**src/design/hsvrgb_pkg.sv**
```systemverilog
`default_nettype none
// ----------------------------------------------------------------------------
// hsvrgb_pkg
// Constants for the hsv to rgb converter: hue sector span, fixed point unit
// levels, reciprocal multipliers and the sector routing codes.
// ----------------------------------------------------------------------------
package hsvrgb_pkg;

   localparam int HueWidth   = 17;
   localparam int LevelWidth = 8;

   // one sector is 60 degrees of 256 hue steps, 15 * 1024
   localparam int SectorCoarse = 15;
   localparam int SectorSpan   = 15360;
   localparam int SectorCount  = 8;
   localparam int RemWidth     = 14;
   localparam int SectorWidth  = 4;

   localparam int UnitLevel = 255;
   localparam int FullScale = UnitLevel * SectorSpan;   // 3916800
   localparam int ScaleWidth = 22;

   // floor(x / 255) for 16-bit x is (x * 0x8081) >> 23
   localparam logic [15:0] RecipLevel = 16'h8081;
   localparam int RecipLevelShift = 23;

   // floor(x / 3825) for x below 2^20 is (x * ceil(2^32 / 3825)) >> 32
   localparam logic [20:0] RecipScale = 21'd1122868;
   localparam int RecipScaleShift = 32;
   localparam int ScaledWidth = 20;

   localparam logic [SectorWidth-1:0] SectorRedToYellow    = 4'd0;
   localparam logic [SectorWidth-1:0] SectorYellowToGreen  = 4'd1;
   localparam logic [SectorWidth-1:0] SectorGreenToCyan    = 4'd2;
   localparam logic [SectorWidth-1:0] SectorCyanToBlue     = 4'd3;
   localparam logic [SectorWidth-1:0] SectorBlueToMagenta  = 4'd4;

endpackage
`default_nettype wire

```
**src/design/hsv_to_rgb_converter_unit.sv**
```systemverilog
`default_nettype none
// A beat taken at one edge moves through the stage registers s1 to s6 and
// shows its rsp_valid strobe when it reaches s6.
// Throughput: one color per clock; busy is held low, a new beat may come
// every cycle since every stage advances each clock.
// Reset: synchronous, clears the valid bit of each stage; data is not reset.
// The receiver cannot stall, results show for one cycle only.
// ----------------------------------------------------------------------------
// hsv_to_rgb_converter_unit
// Six stage pipeline that turns hue, saturation and value into red, green
// and blue levels using fixed point reciprocal scaling.
// ----------------------------------------------------------------------------
module hsv_to_rgb_converter_unit (
   input  wire logic                               clock,
   input  wire logic                               reset,
   input  wire logic                               start,
   output logic                                    busy,
   input  wire logic [hsvrgb_pkg::HueWidth-1:0]    req_hue,
   input  wire logic [hsvrgb_pkg::LevelWidth-1:0]  req_saturation,
   input  wire logic [hsvrgb_pkg::LevelWidth-1:0]  req_brightness,
   output logic                                    rsp_valid,
   output logic [hsvrgb_pkg::LevelWidth-1:0]       rsp_red,
   output logic [hsvrgb_pkg::LevelWidth-1:0]       rsp_green,
   output logic [hsvrgb_pkg::LevelWidth-1:0]       rsp_blue
);
   import hsvrgb_pkg::*;

   // stage 1: sector and remainder
   logic                    s1_valid_ff, s1_valid_in;
   logic [SectorWidth-1:0]  s1_sector_ff, s1_sector_in;
   logic [RemWidth-1:0]     s1_rem_ff, s1_rem_in;
   logic [LevelWidth-1:0]   s1_sat_ff, s1_val_ff;

   // stage 2: saturation products
   logic                    s2_valid_ff;
   logic [SectorWidth-1:0]  s2_sector_ff;
   logic [LevelWidth-1:0]   s2_val_ff;
   logic [ScaleWidth-1:0]   s2_srq_ff, s2_srq_in, s2_srt_ff, s2_srt_in;
   logic [15:0]             s2_pprod_ff, s2_pprod_in;

   // stage 3: scale numerators and p
   logic                    s3_valid_ff;
   logic [SectorWidth-1:0]  s3_sector_ff;
   logic [LevelWidth-1:0]   s3_val_ff;
   logic [ScaleWidth-1:0]   s3_nq_ff, s3_nq_in, s3_nt_ff, s3_nt_in;
   logic [LevelWidth-1:0]   s3_p_ff, s3_p_in;
   logic [31:0]             p_recip;

   // stage 4: value times numerator, pre-divided by 1024
   logic                    s4_valid_ff;
   logic [SectorWidth-1:0]  s4_sector_ff;
   logic [LevelWidth-1:0]   s4_val_ff, s4_p_ff;
   logic [ScaledWidth-1:0]  s4_xq_ff, s4_xq_in, s4_xt_ff, s4_xt_in;
   logic [29:0]             q_prod, t_prod;

   // stage 5: divide by 3825
   logic                    s5_valid_ff;
   logic [SectorWidth-1:0]  s5_sector_ff;
   logic [LevelWidth-1:0]   s5_val_ff, s5_p_ff;
   logic [LevelWidth-1:0]   s5_q_ff, s5_q_in, s5_t_ff, s5_t_in;
   logic [40:0]             q_recip, t_recip;

   // stage 6: routed outputs
   logic                    s6_valid_ff;
   logic [LevelWidth-1:0]   s6_red_ff, s6_red_in;
   logic [LevelWidth-1:0]   s6_green_ff, s6_green_in;
   logic [LevelWidth-1:0]   s6_blue_ff, s6_blue_in;

   logic [6:0]              hue_coarse;
   logic [3:0]              coarse_rem;
   logic [RemWidth-1:0]     rem_comp;

   assign busy = 1'b0;

   always_comb begin
      s1_valid_in = start & ~busy;
      hue_coarse  = req_hue[HueWidth-1:10];
      s1_sector_in = '0;
      for (int k = 1; k <= SectorCount; k++) begin
         if (hue_coarse >= 7'(k * SectorCoarse)) begin
            s1_sector_in = SectorWidth'(k);
         end
      end
      coarse_rem = 4'(hue_coarse - 7'(s1_sector_in) * 7'(SectorCoarse));
      s1_rem_in  = {coarse_rem, req_hue[9:0]};
   end

   always_comb begin
      rem_comp    = RemWidth'(SectorSpan) - s1_rem_ff;
      s2_srq_in   = ScaleWidth'(s1_sat_ff) * ScaleWidth'(s1_rem_ff);
      s2_srt_in   = ScaleWidth'(s1_sat_ff) * ScaleWidth'(rem_comp);
      s2_pprod_in = 16'(s1_val_ff) * 16'(8'(UnitLevel) - s1_sat_ff);
   end

   // zero saturation makes p, q and t equal to v, so grey needs no bypass
   always_comb begin
      s3_nq_in = ScaleWidth'(FullScale) - s2_srq_ff;
      s3_nt_in = ScaleWidth'(FullScale) - s2_srt_ff;
      p_recip  = s2_pprod_ff * RecipLevel;
      s3_p_in  = p_recip[RecipLevelShift+LevelWidth-1:RecipLevelShift];
   end

   always_comb begin
      q_prod   = s3_val_ff * s3_nq_ff;
      t_prod   = s3_val_ff * s3_nt_ff;
      s4_xq_in = q_prod[29:10];
      s4_xt_in = t_prod[29:10];
   end

   always_comb begin
      q_recip = s4_xq_ff * RecipScale;
      t_recip = s4_xt_ff * RecipScale;
      s5_q_in = q_recip[RecipScaleShift+LevelWidth-1:RecipScaleShift];
      s5_t_in = t_recip[RecipScaleShift+LevelWidth-1:RecipScaleShift];
   end

   always_comb begin
      unique case (s5_sector_ff)
         SectorRedToYellow: begin
            s6_red_in = s5_val_ff; s6_green_in = s5_t_ff; s6_blue_in = s5_p_ff;
         end
         SectorYellowToGreen: begin
            s6_red_in = s5_q_ff; s6_green_in = s5_val_ff; s6_blue_in = s5_p_ff;
         end
         SectorGreenToCyan: begin
            s6_red_in = s5_p_ff; s6_green_in = s5_val_ff; s6_blue_in = s5_t_ff;
         end
         SectorCyanToBlue: begin
            s6_red_in = s5_p_ff; s6_green_in = s5_q_ff; s6_blue_in = s5_val_ff;
         end
         SectorBlueToMagenta: begin
            s6_red_in = s5_t_ff; s6_green_in = s5_p_ff; s6_blue_in = s5_val_ff;
         end
         // last sector, and hues beyond 360 degrees
         default: begin
            s6_red_in = s5_val_ff; s6_green_in = s5_p_ff; s6_blue_in = s5_q_ff;
         end
      endcase
   end

   always_ff @(posedge clock) begin
      if (reset) begin
         s1_valid_ff <= 1'b0;
         s2_valid_ff <= 1'b0;
         s3_valid_ff <= 1'b0;
         s4_valid_ff <= 1'b0;
         s5_valid_ff <= 1'b0;
         s6_valid_ff <= 1'b0;
      end else begin
         s1_valid_ff <= s1_valid_in;
         s2_valid_ff <= s1_valid_ff;
         s3_valid_ff <= s2_valid_ff;
         s4_valid_ff <= s3_valid_ff;
         s5_valid_ff <= s4_valid_ff;
         s6_valid_ff <= s5_valid_ff;
      end
   end

   always_ff @(posedge clock) begin
      s1_sector_ff <= s1_sector_in;
      s1_rem_ff    <= s1_rem_in;
      s1_sat_ff    <= req_saturation;
      s1_val_ff    <= req_brightness;

      s2_sector_ff <= s1_sector_ff;
      s2_val_ff    <= s1_val_ff;
      s2_srq_ff    <= s2_srq_in;
      s2_srt_ff    <= s2_srt_in;
      s2_pprod_ff  <= s2_pprod_in;

      s3_sector_ff <= s2_sector_ff;
      s3_val_ff    <= s2_val_ff;
      s3_nq_ff     <= s3_nq_in;
      s3_nt_ff     <= s3_nt_in;
      s3_p_ff      <= s3_p_in;

      s4_sector_ff <= s3_sector_ff;
      s4_val_ff    <= s3_val_ff;
      s4_p_ff      <= s3_p_ff;
      s4_xq_ff     <= s4_xq_in;
      s4_xt_ff     <= s4_xt_in;

      s5_sector_ff <= s4_sector_ff;
      s5_val_ff    <= s4_val_ff;
      s5_p_ff      <= s4_p_ff;
      s5_q_ff      <= s5_q_in;
      s5_t_ff      <= s5_t_in;

      s6_red_ff    <= s6_red_in;
      s6_green_ff  <= s6_green_in;
      s6_blue_ff   <= s6_blue_in;
   end

   assign rsp_valid = s6_valid_ff;
   assign rsp_red   = s6_red_ff;
   assign rsp_green = s6_green_ff;
   assign rsp_blue  = s6_blue_ff;

endmodule
`default_nettype wire
```
**config.mk**
```make
export PLATFORM = sky130hd
export DESIGN_NAME = hsv_to_rgb_converter_unit
export DESIGN_NICKNAME = d
export VERILOG_FILES = /design/src/design/hsvrgb_pkg.sv /design/src/design/hsv_to_rgb_converter_unit.sv
export SDC_FILE = /design/constraint.sdc
export NUM_CORES = 2
export LEC_CHECK = 0
export ABC_AREA = 1
export BUFFER_PORTS_ARGS = -buffer_cell sky130_fd_sc_hd__buf_4
export CAP_MARGIN = 15
export CORE_UTILIZATION = 55
export DETAILED_ROUTE_END_ITERATION = 10
export PLACE_DENSITY = 0.74
export SYNTH_ARGS = -nofsm -noshare
export SYNTH_HDL_FRONTEND = slang
export SYNTH_SLANG_ARGS = --single-unit
```
**constraint.sdc**
```tcl
create_clock -name clock -period 5.2 [get_ports clock]
set_clock_uncertainty 0.2 [all_clocks]
set_input_delay 1.04 -clock clock [delete_from_list [all_inputs] [get_ports clock]]
set_output_delay 1.04 -clock clock [all_outputs]
set_load 0.005 [all_outputs]
```
==> summary.txt <==
Critical path
  – Arrival time worst endpoint: 5.51 ns
  – Crit-path slowest cell: fa_2
  – Crit-path max cell delay: 0.59 ns
  – Register-to-register setup slack: -0.07 ns
  – CP endpoint kind: flip-flop
  – Critical path class: reg2reg
  – Startpoint Class: flip-flop
  – Worst path buffer plus inverter count: 4
  – Crit-path cells: buf_6 -> nor3_4 -> nand4_4 -> nor2_4 -> nand3_2 -> or2_4 -> nand2_8 -> nor2_4 -> fa_2 -> fa_2 -> fa_1 -> inv_2 -> fa_1 -> inv_2 -> ha_4 -> buf_6 -> a21o_1 -> a31oi_1 -> nand3_1 -> nand2_1 -> nand2_1 -> xor2_1
  – Critical Path RT: 5.44 ns
  – Crit path max fanout: 6
  – Delay-heaviest family, CP: adder cells

Global route
  – GRT met2 Usage: 42.4%
  – Met1 Usage GRT: 34.0%
  – First-pass GRT wire length: 155,000 µm
  – Grt met3 use: 2.74%
  – GRT Util Overall: 25.1%
  – Initial antenna violation count: 1
  – GR Overflow Total: 0
  – Vias in the first global route: 32,338
  – Pin count of the biggest net entering global routing: 45
  – GRT busiest layer: met2

Clocking
  – Root Buffer: clkbuf_16
  – Clock Path Buffers: 3
  – Post-CTS Hold Buffers: 0
  – CTS tree: built
  – H-tree Lvls: 2
  – Worst-Skew Late Latency: 0.57 ns
  – CTS sink count: 294
  – Clock buffer count from CTS: 34
  – Clock slew at reported path FFs: 0.07 ns

Detailed routing
  – DRT Wirelength: 93,600 µm
  – Wire per inst: 14.8 µm
  – DRC: 0
  – Vias: 32,176
  – Post-route ant nets: 0
  – Vias per inst: 5.08
  – Router iterations before antenna repair: 6
  – DRT iter0 DRCs: 2,157

STA
  – Final worst slack: -0.0661 ns
  – Tmin final: 5.27 ns
  – Final period util: 101%
  – Final Max Tran Viols: 0
  – Fmax achieved: 190 MHz
  – Final setup fails: 1
  – Tightest Pin Transition: 0.782 ns
  – RSZ-0062 raised after global routing: yes
  – Relative slew slack: 47.8%
  – Final hold viol count: 0

Die
  – Cell row count: 99
  – Die ar.: 75,800 µm²
  – Core box area: 73,500 µm²
  – Die width: 275 µm
  – # IOs: 62
  – DIE HEIGHT: 275 µm
  – Initial Util: 56.0%

Synthesis
  – Top_reg_cell synth: dfxtp_1
  – Sequential share of the synthesized area: 14.3%
  – Post-Syn Area: 41,100 µm²
  – Flops & latches, synth: 294
  – Syn Area/Cell: 7.78 µm²
  – Post-Syn Nets: 6,482
  – Ys Warns: 0
  – Number of synthesized flops with an enable pin: 0
  – Synth async-reset ratio: 0%
  – Synth Instances: 5,280
  – Unique masters post-synth: 60

Place
  – I/O Buffers: 60
  – DP HPWL: 78,600 µm
  – Routability cong.: 0.942

Cells and area
  – Finished Core Util: 60.6%
  – Layout area overhead: 8.25%
  – Ant. Diodes: 0
  – Share of cells above drive strength 1: 6.03%
  – # nets final: 6,554

Outcome
  – Failing checks: setup timing
  – Run status: finished, violations left

Run
  – Max-cap violations: 0

Hold path
  – Worst hold path type: reg2reg
registers in the layout, indices dropped and copies added (netlist names), 8 cells and up:
signal and cells:
s3_val_ff 8, s5_q_ff 8, s2_srt_ff 22, s4_val_ff 8, s1_rem_ff 14, rsp_green 8
s5_val_ff 8, s2_srq_ff 21, rsp_blue 8, s3_p_ff 8, s4_xt_ff 20, s2_pprod_ff 16
s3_nt_ff 22, rsp_red 8, s3_nq_ff 21, s2_val_ff 8, s5_t_ff 8, s1_val_ff 8
s4_p_ff 8, s1_sat_ff 8, s5_p_ff 8, s4_xq_ff 20
stage by stage:
| step | setup WS (ns) | hold slack [ns] | setup TNS (ns) | instances | instance area (µm²) |
|---|---|---|---|---|---|
| floorplan | 0.210 | 0.110 | 0 | 5280 | 41100 |
| global placement | 0.0947 | 0.110 | 0 | 6256 | 42900 |
| detailed placement | 0.0504 | 0.112 | 0 | 6256 | 42900 |
| CTS | 0.0102 | 0.113 | 0 | 6317 | 44100 |
| global route | -0.274 | 0.117 | -1.60 | 6336 | 44500 |
| finish | -0.0661 | 0.113 | -0.0661 | 6336 | 44500 |
cells in the final DEF, fill, tap and decap left out, drive strengths merged, types with 4 or more instances in the layout:
master      n
a211oi      4
a21boi      7
a21o       27
a21oi     202
a31oi      24
buf       158
clkbuf     42
clkinv     11
dfxtp     294
fa        556
ha        610
inv      1413
nand2    1112
nand3     131
nand3b      5
nand4      29
nor2      381
nor3       44
nor4        7
o2111ai     9
o21a        9
o21ai     110
o21bai     25
o22ai      12
or2         5
xnor2      35
xor2       90
logic make-up after synthesis:
group	Yosys count	share of synthesized area (%)
XOR/XNOR	125	2.70
AND/OR/NAND/NOR	1721	17.0
AO/OA/AOI/OAI	441	6.15
adder cells (fa/ha/maj)	1166	45.6
other	1	0.00912
flip-flops	294	14.3
buffers and inverters	1532	14.2
path summary, 6_finish.rpt:
check / to / start / depth (start not counted)
hold reg to reg: s5_val_ff[1]$_DFF_P_ / s4_val_ff[1]$_DFF_P_ / 0
setup / recovery: s2_srt_ff[19]$_DFF_P_ / s1_rem_ff[1]$_DFF_P_ / 22
setup reg to reg: s2_srt_ff[19]$_DFF_P_ / s1_rem_ff[1]$_DFF_P_ / 22
hold / removal: s5_val_ff[1]$_DFF_P_ / s4_val_ff[1]$_DFF_P_ / 0
worst register-to-register path: stages, from the launching register on:
cell and delay, ns:
dfxtp_2 0.33, buf_6 0.12, nor3_4 0.26, nand4_4 0.16, nor2_4 0.20, nand3_2 0.14
or2_4 0.30, nand2_8 0.10, nor2_4 0.04, fa_2 0.59, fa_2 0.44, fa_1 0.56
inv_2 0.04, fa_1 0.51, inv_2 0.05, ha_4 0.21, buf_6 0.12, a21o_1 0.20
a31oi_1 0.16, nand3_1 0.13, nand2_1 0.10, nand2_1 0.06, xor2_1 0.13
final cells by class:
cell class | instances | area [µm²]
multi-input combinational | 3454 | 29700
fill | 6551 | 29000
sequential | 294 | 5890
inverter | 1410 | 5290
timing repair buffer | 158 | 1280
tap | 959 | 1200
clock buffer | 42 | 931
clock inverter | 19 | 248
synth_stat cells (4+ instances only):
| cell type | count | area, µm² |
|---|---|---|
| a211oi_1 | 4 | 30.0 |
| a21boi_0 | 5 | 37.5 |
| a21o_1 | 27 | 203 |
| a21oi_1 | 202 | 1010 |
| a31oi_1 | 24 | 150 |
| buf_2 | 15 | 75.1 |
| clkbuf_1 | 77 | 289 |
| clkbuf_2 | 24 | 120 |
| dfxtp_1 | 294 | 5890 |
| fa_1 | 556 | 11100 |
| ha_1 | 610 | 7630 |
| inv_1 | 1400 | 5260 |
| inv_2 | 7 | 26.3 |
| nand2_1 | 1102 | 4140 |
| nand2_2 | 9 | 56.3 |
| nand3_1 | 129 | 646 |
| nand3b_1 | 5 | 37.5 |
| nand4_1 | 27 | 169 |
| nor2_1 | 364 | 1370 |
| nor2_2 | 12 | 75.1 |
| nor2_4 | 5 | 56.3 |
| nor3_1 | 39 | 195 |
| nor3_2 | 4 | 40.0 |
| nor4_1 | 6 | 37.5 |
| o2111ai_1 | 9 | 78.8 |
| o21a_1 | 9 | 67.6 |
| o21ai_0 | 104 | 521 |
| o21ai_1 | 4 | 20.0 |
| o21bai_1 | 24 | 180 |
| o22ai_1 | 12 | 75.1 |
| xnor2_1 | 35 | 307 |
| xor2_1 | 88 | 771 |
repair_timing:
item	4_1_cts	5_1_grt
gates resized for setup	0	76
setup endpoints to repair	0	11
buffers inserted	0	19
hold endpoints to repair	0	0
metal layers:
| layer | routed length [µm] | part of all wire, % |
|---|---|---|
| met1 | 42700 | 46 |
| met3 | 4910 | 5.3 |
| met5 | 13 | 0.014 |
| met2 | 43800 | 47 |
| met4 | 2140 | 2.3 |
Power is left out: the tool's default activity adds up to more than one toggle a clock period on the data nets, which glitch-free logic cannot reach.
